**src/rtl/tlbpt_pkg.sv**
```systemverilog
package tlbpt_pkg;

  localparam int ADDR_W          = 16;
  localparam int PAGE_W          = 8;
  localparam int OFFSET_W        = 8;
  localparam int FRAME_W         = 8;
  localparam int COUNT_W         = 32;
  localparam int PAGES           = 256;
  localparam int NFF_W           = 9;
  localparam int TLB_ENTRIES_DEF = 16;

  typedef struct packed {
    logic capture;      // latch the incoming address
    logic commit_hit;   // retire a TLB hit into the output register
    logic commit_miss;  // retire a miss: table update, TLB refill, output
  } ctrl_cmd_t;

  typedef struct packed {
    logic hit;          // TLB match on the held page
    logic out_free;     // output register can take a result this cycle
  } ctrl_stat_t;

endpackage

```
**src/rtl/tlbpt_ram.sv**
```systemverilog
module tlbpt_ram #(
  parameter int WIDTH = 8,
  parameter int DEPTH = 256
) (
  input  logic                     clk,
  input  logic                     we,
  input  logic [$clog2(DEPTH)-1:0] addr,
  input  logic [WIDTH-1:0]         wdata,
  output logic [WIDTH-1:0]         rdata
);

  logic [WIDTH-1:0] mem [DEPTH];

  always_ff @(posedge clk) begin
    if (we) begin
      mem[addr] <= wdata;
    end
    rdata <= mem[addr];
  end

endmodule

```
**src/rtl/tlbpt_ctrl.sv**
```systemverilog
module tlbpt_ctrl (
  input  logic                   clk,
  input  logic                   rst,
  input  logic                   in_valid,
  output logic                   in_ready,
  input  tlbpt_pkg::ctrl_stat_t  stat,
  output tlbpt_pkg::ctrl_cmd_t   cmd
);
  import tlbpt_pkg::*;

  localparam logic [1:0] S_IDLE  = 2'd0;
  localparam logic [1:0] S_LOOK  = 2'd1;
  localparam logic [1:0] S_TABLE = 2'd2;

  logic [1:0] state;
  logic [1:0] state_next;

  always_comb begin
    state_next = state;
    cmd        = '0;
    in_ready   = 1'b0;
    unique case (state)
      S_IDLE: begin
        in_ready = 1'b1;
        if (in_valid) begin
          cmd.capture = 1'b1;
          state_next  = S_LOOK;
        end
      end
      S_LOOK: begin
        // page table read is issued here regardless; used only on a miss
        if (stat.hit) begin
          if (stat.out_free) begin
            cmd.commit_hit = 1'b1;
            state_next     = S_IDLE;
          end
        end else begin
          state_next = S_TABLE;
        end
      end
      S_TABLE: begin
        if (stat.out_free) begin
          cmd.commit_miss = 1'b1;
          state_next      = S_IDLE;
        end
      end
      default: begin
        state_next = S_IDLE;
      end
    endcase
  end

  always_ff @(posedge clk) begin
    if (rst) begin
      state <= S_IDLE;
    end else begin
      state <= state_next;
    end
  end

endmodule

```
**src/rtl/tlbpt_datapath.sv**
```systemverilog
module tlbpt_datapath #(
  parameter int TLB_ENTRIES = tlbpt_pkg::TLB_ENTRIES_DEF
) (
  input  logic                          clk,
  input  logic                          rst,
  input  tlbpt_pkg::ctrl_cmd_t          cmd,
  output tlbpt_pkg::ctrl_stat_t         stat,
  input  logic [tlbpt_pkg::ADDR_W-1:0]  logical_address,
  output logic                          out_valid,
  input  logic                          out_ready,
  output logic [tlbpt_pkg::ADDR_W-1:0]  physical_address,
  output logic                          tlb_hit,
  output logic                          page_fault,
  output logic [tlbpt_pkg::COUNT_W-1:0] tlb_hit_total,
  output logic [tlbpt_pkg::COUNT_W-1:0] fault_total
);
  import tlbpt_pkg::*;

  localparam int PTR_W = (TLB_ENTRIES > 1) ? $clog2(TLB_ENTRIES) : 1;
  localparam logic [PTR_W-1:0] PTR_LAST = PTR_W'(TLB_ENTRIES - 1);

  logic [ADDR_W-1:0]   addr;
  logic [PAGE_W-1:0]   page;
  logic [OFFSET_W-1:0] offset;

  logic [PAGE_W-1:0]      tlb_tags    [TLB_ENTRIES];
  logic [FRAME_W-1:0]     slot_frames [TLB_ENTRIES];
  logic [TLB_ENTRIES-1:0] tlb_valid;
  logic [PTR_W-1:0]       fifo_pointer;

  logic [PAGES-1:0]   table_valid;
  logic [NFF_W-1:0]   next_free_frame;
  logic [COUNT_W-1:0] hit_count;
  logic [COUNT_W-1:0] fault_count;

  logic               match;
  logic [FRAME_W-1:0] match_frame;
  logic [FRAME_W-1:0] table_rdata;
  logic               mapped;
  logic [FRAME_W-1:0] miss_frame;
  logic               table_we;

  assign page   = addr[ADDR_W-1 -: PAGE_W];
  assign offset = addr[OFFSET_W-1:0];

  // parallel tag compare; highest matching slot wins
  always_comb begin
    match       = 1'b0;
    match_frame = '0;
    for (int i = 0; i < TLB_ENTRIES; i++) begin
      if (tlb_valid[i] && (tlb_tags[i] == page)) begin
        match       = 1'b1;
        match_frame = slot_frames[i];
      end
    end
  end

  assign stat.hit      = match;
  assign stat.out_free = !out_valid || out_ready;

  assign mapped     = table_valid[page];
  assign miss_frame = mapped ? table_rdata : next_free_frame[FRAME_W-1:0];
  assign table_we   = cmd.commit_miss && !mapped;

  // read address is the held page, so the registered data is ready by S_TABLE
  tlbpt_ram #(
    .WIDTH (FRAME_W),
    .DEPTH (PAGES)
  ) u_table (
    .clk   (clk),
    .we    (table_we),
    .addr  (page),
    .wdata (miss_frame),
    .rdata (table_rdata)
  );

  always_ff @(posedge clk) begin
    if (cmd.capture) begin
      addr <= logical_address;
    end
  end

  always_ff @(posedge clk) begin
    if (cmd.commit_miss) begin
      tlb_tags[fifo_pointer]    <= page;
      slot_frames[fifo_pointer] <= miss_frame;
    end
  end

  always_ff @(posedge clk) begin
    if (rst) begin
      tlb_valid       <= '0;
      fifo_pointer    <= '0;
      table_valid     <= '0;
      next_free_frame <= '0;
      hit_count       <= '0;
      fault_count     <= '0;
    end else begin
      if (cmd.commit_hit && (hit_count != '1)) begin
        hit_count <= hit_count + 1'b1;
      end
      if (cmd.commit_miss) begin
        tlb_valid[fifo_pointer] <= 1'b1;
        fifo_pointer <= (fifo_pointer == PTR_LAST) ? '0 : fifo_pointer + 1'b1;
        if (!mapped) begin
          table_valid[page] <= 1'b1;
          if (!next_free_frame[NFF_W-1]) begin
            next_free_frame <= next_free_frame + 1'b1;
          end
          if (fault_count != '1) begin
            fault_count <= fault_count + 1'b1;
          end
        end
      end
    end
  end

  // output register
  always_ff @(posedge clk) begin
    if (rst) begin
      out_valid <= 1'b0;
    end else if (cmd.commit_hit || cmd.commit_miss) begin
      out_valid <= 1'b1;
    end else if (out_ready) begin
      out_valid <= 1'b0;
    end
  end

  always_ff @(posedge clk) begin
    if (cmd.commit_hit) begin
      physical_address <= {match_frame, offset};
      tlb_hit          <= 1'b1;
      page_fault       <= 1'b0;
    end else if (cmd.commit_miss) begin
      physical_address <= {miss_frame, offset};
      tlb_hit          <= 1'b0;
      page_fault       <= !mapped;
    end
  end

  // totals only move on a commit, which needs the output slot free
  assign tlb_hit_total = hit_count;
  assign fault_total   = fault_count;

endmodule

```
**src/rtl/tlb_page_table_translator_core.sv**
```systemverilog
// channel  direction  handshake             payload
// in       input      in_valid / in_ready   logical_address
// out      output     out_valid / out_ready physical_address, tlb_hit, page_fault,
//                                           tlb_hit_total, fault_total
//
// A TLB hit reaches the output register from S_LOOK after the input transfer, a miss
// from S_TABLE: the extra state is the registered page table read before its update.
// Each address also passes through the idle state that takes the next address.
// One address is in translation at a time; a new one is taken once the previous
// result sits in the output register, even while it waits there.
// Synchronous reset clears TLB valid bits, page table valid bits, the FIFO
// pointer, the free frame counter and both totals; no clearing pass is needed.
// A stalled output holds the block in its final state until the slot frees.
module tlb_page_table_translator_core #(
  parameter int TLB_ENTRIES = tlbpt_pkg::TLB_ENTRIES_DEF
) (
  input  logic                          clk,
  input  logic                          rst,
  input  logic                          in_valid,
  output logic                          in_ready,
  input  logic [tlbpt_pkg::ADDR_W-1:0]  logical_address,
  output logic                          out_valid,
  input  logic                          out_ready,
  output logic [tlbpt_pkg::ADDR_W-1:0]  physical_address,
  output logic                          tlb_hit,
  output logic                          page_fault,
  output logic [tlbpt_pkg::COUNT_W-1:0] tlb_hit_total,
  output logic [tlbpt_pkg::COUNT_W-1:0] fault_total
);
  import tlbpt_pkg::*;

  ctrl_cmd_t  cmd;
  ctrl_stat_t stat;

  tlbpt_ctrl u_ctrl (
    .clk      (clk),
    .rst      (rst),
    .in_valid (in_valid),
    .in_ready (in_ready),
    .stat     (stat),
    .cmd      (cmd)
  );

  tlbpt_datapath #(
    .TLB_ENTRIES (TLB_ENTRIES)
  ) u_datapath (
    .clk              (clk),
    .rst              (rst),
    .cmd              (cmd),
    .stat             (stat),
    .logical_address  (logical_address),
    .out_valid        (out_valid),
    .out_ready        (out_ready),
    .physical_address (physical_address),
    .tlb_hit          (tlb_hit),
    .page_fault       (page_fault),
    .tlb_hit_total    (tlb_hit_total),
    .fault_total      (fault_total)
  );

endmodule

```
**config.mk**
```make
export PLATFORM = sky130hd
export DESIGN_NAME = tlb_page_table_translator_core
export DESIGN_NICKNAME = d
export VERILOG_FILES = /design/src/rtl/tlbpt_pkg.sv /design/src/rtl/tlbpt_ram.sv /design/src/rtl/tlbpt_ctrl.sv /design/src/rtl/tlbpt_datapath.sv /design/src/rtl/tlb_page_table_translator_core.sv
export SDC_FILE = /design/constraint.sdc
export NUM_CORES = 2
export LEC_CHECK = 0
export BUFFER_PORTS_ARGS = -buffer_cell sky130_fd_sc_hd__buf_2
export CORE_MARGIN = 4
export CORE_UTILIZATION = 30
export CTS_CLUSTER_DIAMETER = 60
export DETAILED_ROUTE_END_ITERATION = 8
export PLACE_DENSITY_LB_ADDON = 0.25
export RECOVER_POWER = 25
export SYNTH_ARGS = -nofsm -noshare
export SYNTH_HDL_FRONTEND = slang
export SYNTH_HIERARCHICAL = 1
export SYNTH_SLANG_ARGS = --single-unit
```
**constraint.sdc**
```tcl
create_clock -name clk -period 5.55 [get_ports clk]
set_input_delay 1.11 -clock clk [delete_from_list [all_inputs] [get_ports clk]]
set_output_delay 1.11 -clock clk [all_outputs]
set_load 0.02 [all_outputs]
```
### Word-level counts from Yosys, hierarchy flattened

Memories as Yosys holds them, arrays and structs flattened. A register that Yosys moved wholly into a read port is not among the register bits.
Index checks and enable logic that the tools add are counted.

| storage, ports and cells | value |
|---|---|
| flip-flop bits (word level) | 386 |
| latch bits | 0 |
| memory bits (writable) | 2304 |
| ROM bits | 0 |
| output and inout bits | 84 |
| logic and storage cells | 140 |
| memories | 3 |

| cells by class | value |
|---|---|
| add/subtract/negate cells | 4 |
| $mul | 0 |
| divide/modulo/power cells | 0 |
| magnitude comparators | 4 |
| equality and inequality tests | 22 |
| shifts and indexed selects | 0 |
| multiplexer cells | 60 |
| bitwise operators | 4 |
| reduce and logical (&&, ||, !) cells | 30 |

Memories:

| memory | depth | width | rd ports | clocked after memory_dff | wr ports | RTL line | source |
|---|---|---|---|---|---|---|---|
| u_datapath.u_table.mem | 256 | 8 | 1 | 1 | 1 | tlbpt_ram.sv:12 | `logic [WIDTH-1:0] mem [DEPTH];` |
| u_datapath.slot_frames | 16 | 8 | 16 | 0 | 1 | tlbpt_datapath.sv:27 | `logic [FRAME_W-1:0] slot_frames [TLB_ENTRIES];` |
| u_datapath.tlb_tags | 16 | 8 | 16 | 0 | 1 | tlbpt_datapath.sv:26 | `logic [PAGE_W-1:0] tlb_tags [TLB_ENTRIES];` |

Operator list:

| cell | count |
|---|---|
| OR 256 bit | 1 |
| two-way mux 8 bit | 17 |
| equality test 8 bit | 16 |
| adder 32 x 1 -> 32 bit, second input constant | 2 |
| inequality test 32 bit, second input constant | 2 |
| two-way mux 1 bit | 32 |
| two-way mux 16 bit | 2 |
| logical AND 1 bit | 20 |
| OR 16 bit | 1 |
| adder 9 x 1 -> 9 bit, second input constant | 1 |
| less-than comparator 8 x 9 -> 1 bit, second input constant | 1 |
| two-way mux 9 bit | 1 |
| binary-select mux 1 bit (select 8 bit) | 1 |
| demux 1 bit (select 8 bit) | 1 |
| >= comparator 8 x 1 -> 1 bit, second input constant | 1 |
| two-way mux 2 bit | 3 |
| one-hot mux 2 bit (3 select lines) | 1 |
| AND reduction 3 bit | 2 |
| less-than comparator 4 x 5 -> 1 bit, second input constant | 1 |
| adder 4 x 1 -> 4 bit, second input constant | 1 |
| demux 1 bit (select 4 bit) | 1 |
| equality test 4 bit, second input constant | 1 |
| >= comparator 4 x 1 -> 1 bit, second input constant | 1 |
| two-way mux 4 bit | 1 |
| 9 further kinds | 13 |

### Longest topological paths before layout

| depth | value |
|---|---|
| depth after elaboration | 22 |
| mapped depth | 22 |

### Hierarchy

Netlist, hierarchy kept.

By module, submodules not included:

| module | instances | cells an instance | area an instance (µm²) |
|---|---|---|---|
| tlbpt_ram | 1 | 3547 | 78492.8 |
| tlbpt_datapath | 1 | 2366 | 26422.8 |
| tlbpt_ctrl | 1 | 12 | 118.9 |

### Worst setup path after synthesis

No wires, ideal clock.

| path | value |
|---|---|
| path kind | flip-flop to flip-flop |
| from | reg u_datapath.addr[12] |
| to | mem u_datapath.slot_frames[0][6], data pin |
| setup time | 581 ps |
| arrival | 4700 ps |
| data required time | 4969 ps |
| path slack | 270 ps |
| stages on the path, launching flop included | 10 |
| buffers on the path | 3 |
| period minus slack after synthesis | 5280 ps |
| cell sequence | edfxtp_1 -> clkbuf_1 -> inv_1 -> or4_1 -> o41ai_1 -> nor4_2 -> a31oi_2 -> buf_6 -> buf_6 -> mux2_2 |

| on the way | value |
|---|---|
| word-level cells in the longest chain between the ends | 3 |

Ends and longest elaborated chain:

| element | RTL line | source |
|---|---|---|
| from (decl) | tlbpt_datapath.sv:22 | `logic [ADDR_W-1:0] addr;` |
| from (signal assigned) | tlbpt_datapath.sv:79 | `addr <= logical_address;` |
| binary-select mux 1 bit (select 8 bit) | tlbpt_datapath.sv:61 | `assign mapped = table_valid[page];` |
| two-way mux 1 bit (not written as such) | tlbpt_datapath.sv:61 |  |
| two-way mux 8 bit | tlbpt_datapath.sv:62 | `assign miss_frame = mapped ? table_rdata : next_free_frame[FRAME_W-1:0];` |
| net u_datapath.miss_frame[6] | tlbpt_datapath.sv:40 | `logic [FRAME_W-1:0] miss_frame;` |
| to (decl) | tlbpt_datapath.sv:27 |  |

The timed path passes the listed nets, and every way through them passes these cells. The select of a mux whose other input is x is not followed.

### Worst setup path after layout

| path | value |
|---|---|
| from | reg u_datapath.addr[13] |
| to | mem u_datapath.u_table.mem[99][4], enable pin |

| on the way | value |
|---|---|
| word-level cells in the longest chain between the ends | 6 |

Ends and longest elaborated chain:

| element | RTL line | source |
|---|---|---|
| binary-select mux 1 bit (select 8 bit) | tlbpt_datapath.sv:61 |  |
| two-way mux 1 bit (not written as such) | tlbpt_datapath.sv:61 |  |
| logical NOT 1 bit | tlbpt_datapath.sv:63 | `assign table_we = cmd.commit_miss && !mapped;` |
| logical AND 1 bit | tlbpt_datapath.sv:63 |  |
| net u_datapath.table_we | tlbpt_datapath.sv:41 | `logic table_we;` |
| two-way mux 1 bit | tlbpt_ram.sv:15 | `if (we) begin` |
| two-way mux 1 bit (not written as such) | tlbpt_ram.sv:16 | `mem[addr] <= wdata;` |
| to (decl) | tlbpt_ram.sv:12 |  |

The timed path passes the listed nets, and every way through them passes these cells. The select of a mux whose other input is x is not followed.

==> impl_metrics.py <==
metrics = {
    "clocking": {
        "root_buffer": "clkbuf_16",
        "cts_tree": "built",
        "cts-buffers-inserted": 299,
        "clkTransAtPathRegs_ns": 0.05,
        "clock_path_buffers": 4,
        "clk_latency_ns": 0.89,
        "ctsHoldBuffers": 0,
        "cts_num_sinks": 2698,
        "h-tree-depth": 5,
    },
    "yosys": {
        "synth-async-reset-ratio": 0,
        "netlist_area_um2": 105000,
        "netlist_top_cells_area": "edfxtp_1, mux4_2, dfxtp_1",
        "ys_ff_latch": 2698,
        "synth_edf_count": 2336,
        "ys.warnings.count": 6,
        "synth_ff_type": "edfxtp_1",
        "synth_top_area_frac": 0.6678,
        "synth.distinct_cells": 76,
        "synth_top_area_cell": "edfxtp_1",
        "syn_inst": 5925,
        "yosysSeqAreaShare": 0.7368,
        "synth_nets": 5952,
        "syn_area_per_cell_um2": 17.73,
    },
    "detailed_routing": {
        "post_drt_via_cell_ratio": 5.069,
        "wirelength_mm": 281.9,
        "routedWlPerCell_um": 25.42,
        "dr.first_iter.drc_count": 5302,
        "drtPass1Iterations": 6,
        "drc": 0,
        "detail-route-antenna-nets": 0,
        "via_count": 56202,
    },
    "floorplanning": {
        "core-area_um2": 349200,
        "start_util": 0.3008,
        "die_area_um2": 359600,
        "io_pins": 104,
        "num_rows": 217,
        "die-height_um": 599.7,
        "die_w_um": 599.7,
    },
    "timing": {
        "rsz0062_at_grt": "false",
        "finalMaxSlewViolations": 260,
        "slew_headroom": -1.512,
        "max_freq_ghz": 0.1870,
        "setup_viol": 0,
        "hold_viol_final": 0,
        "timing.final.crit_share": 0.9636,
        "fin_crit_ns": 5.348,
        "fin_setup_tns_ns": 0,
        "worst_pin_slew_ns": 3.768,
        "fin_skew_ns": 0.05517,
    },
    "status": {
        "status": "finished, violations left",
        "violations": "max-capacitance violations, max-slew violations",
    },
    "critical_path": {
        "cp_max_fo": 16,
        "critical_path_arrival_ns": 5.85,
        "critPathKind": "flop to flop",
        "required_ns": 6.05,
        "worst_setup_path_start_kind": "flop",
        "crit_path_end_kind": "flop",
    },
    "global_routing": {
        "grt_overflow": 0,
        "grtUsageTotal": 0.1525,
        "grt_pass1_wl_mm": 407.8,
        "grt_pass1_vias": 57236,
        "antenna_found_initial": 8,
        "grt_max_degree": 173,
    },
    "power_and_ir_drop": {
        "vdd_drop_max_mv": 0.2639,
        "design_power_total_mw": 43.86,
        "cellLeakagePower_nw": 37.29,
        "power_frac_comb": 0.055,
        "swShare": 0.2210,
        "p_int_mw": 34.17,
        "p_clk_frac": 0.433,
        "power_frac_seq": 0.512,
        "power_density_nw_per_um2": 361.1,
        "power.switching_mw": 9.692,
    },
    "place": {
        "place.gp.congestion": 0.7891,
        "placedCellCount": 10547,
        "dpl_cell_area_um2": 112400,
        "port-buffer-count": 103,
        "hpwl_mm": 171.1,
    },
    "final_layout": {
        "final_cell_count_no_fill": 11088,
        "drive_gt1_frac": 0.2003,
        "final_cell_mix": "edfxtp_1, mux4_2, nor2_1, dfxtp_1, clkbuf_16",
        "finalNetCount": 6280,
        "design_area_um2": 121400,
        "layout_commonest_cell": "edfxtp_1",
        "syn2layout_area_growth_pct": 15.62,
    },
    "run": {
        "max_cap_violations": 4,
    },
    "worst_hold_path": {
        "hold_class": "primary input to flop",
    },
}
layer usage:
layer	global-route usage	wire, um	vias up
met5	0	0	-
met4	0.04070	7523	0
met3	0.02434	16190	431
met2	0.2513	135700	1746
met1	0.2100	122500	29718
li1	-	-	24307
flip-flops by register name, summed over array words and instances (netlist names), 2 cells and up:
name / count
u_datapath/tlb_tags: 128
u_ctrl/state: 2
u_datapath/fifo_pointer: 4
u_datapath/physical_address: 16
u_datapath/u_table/mem: 2048
u_datapath/next_free_frame: 9
u_datapath/u_table/rdata: 8
u_datapath/slot_frames: 128
u_datapath/addr: 16
u_datapath/fault_total: 32
u_datapath/table_valid: 256
u_datapath/tlb_valid: 16
u_datapath/tlb_hit_total: 32
area by class of cell:
| class | count | area, um2 |
|---|---|---|
| inverter | 277 | 1040 |
| clock inverter | 153 | 1262 |
| fill | 32886 | 227700 |
| timing repair buffer | 395 | 2959 |
| tap | 4599 | 5754 |
| clock buffer | 381 | 8069 |
| multi-input combinational | 2582 | 24960 |
| antenna | 3 | 7.507 |
| sequential | 2698 | 77390 |
per-stage QoR:
| stage | hold slack (ns) | setup slack, ns | util |
|---|---|---|---|
| floorplan | 0.4003 | 0.2695 | - |
| global placement | 0.4107 | -0.009032 | 0.3220 |
| detailed placement | 0.4056 | -0.01857 | 0.3220 |
| CTS | 0.2990 | 0.009243 | 0.3488 |
| global route | 0.3456 | 0.05863 | 0.3478 |
| finish | 0.4068 | 0.2018 | 0.3478 |
worst max-delay path, stage by stage (launching register included):
cell	delay, ns
edfxtp_1	0.72
buf_4	0.32
and3b_1	0.20
a32o_1	0.23
a221oi_1	0.34
a311oi_1	0.17
nor4_2	0.48
a31oi_4	0.13
nor2_1	0.28
inv_1	0.22
nor2_1	0.16
buf_4	0.14
nand2_1	0.46
buf_4	0.39
nor2_1	0.69
Yosys cell counts (all sizes together), types with 16 or more instances:
cell,count
a21oi,174
a22oi,275
and2,27
buf,143
clkbuf,225
dfxtp,362
edfxtp,2336
inv,275
mux2,19
mux2i,41
mux4,557
nand2,159
nand2b,19
nand3,101
nand4,47
nor2,380
nor2b,21
nor3,85
nor4,20
o211ai,17
o21ai,16
o22ai,263
o41ai,33
xnor2,150
xor2,32
cell families (layout without fill, tap and decap cells):
group / after synthesis / in the layout / synth area share
AOI/OAI and AO/OA: 851 / 851 / 0.05419
adders and majority gates: 7 / 7 / 0.0008338
DFF: 2698 / 2698 / 0.7368
xor gates and xnor gates: 182 / 182 / 0.01518
other: 0 / 3 / 0
muxes: 617 / 617 / 0.1254
buffers and inverters: 645 / 1206 / 0.02634
and+or+nand+nor: 925 / 925 / 0.04124
path summary, 6_finish.rpt:
kind | from | end | slack [ns] | cells after the start
worst max-delay path | u_datapath/addr[13] | u_datapath/u_table/mem[99][4] | 0.20 | 14
worst min-delay path | logical_address[4] | u_datapath/addr[4] | 0.41 | 1
worst max register to register | u_datapath/addr[13] | u_datapath/u_table/mem[99][4] | 0.20 | 14
worst min register to register | u_datapath/addr[6] | u_datapath/physical_address[6] | 0.42 | 0
timing repair:
item / CTS / global route
setup buffers: 0 / 4
pin swaps: 0 / 0
resized for setup: 4 / 0
endpoints found under the setup margin: 32 / 160
power by group through the flow:
stage	combinational [mW]	sequential (mW)	clock, mW
final	2.43	22.4	19.0
after floorplan	1.41	22.9	0
after detailed placement	2.49	22.9	0
after CTS	2.49	22.4	19.5
after global placement	2.44	22.9	0
after global routing	2.61	22.4	20.4
Power figures use the tool's default switching activity.
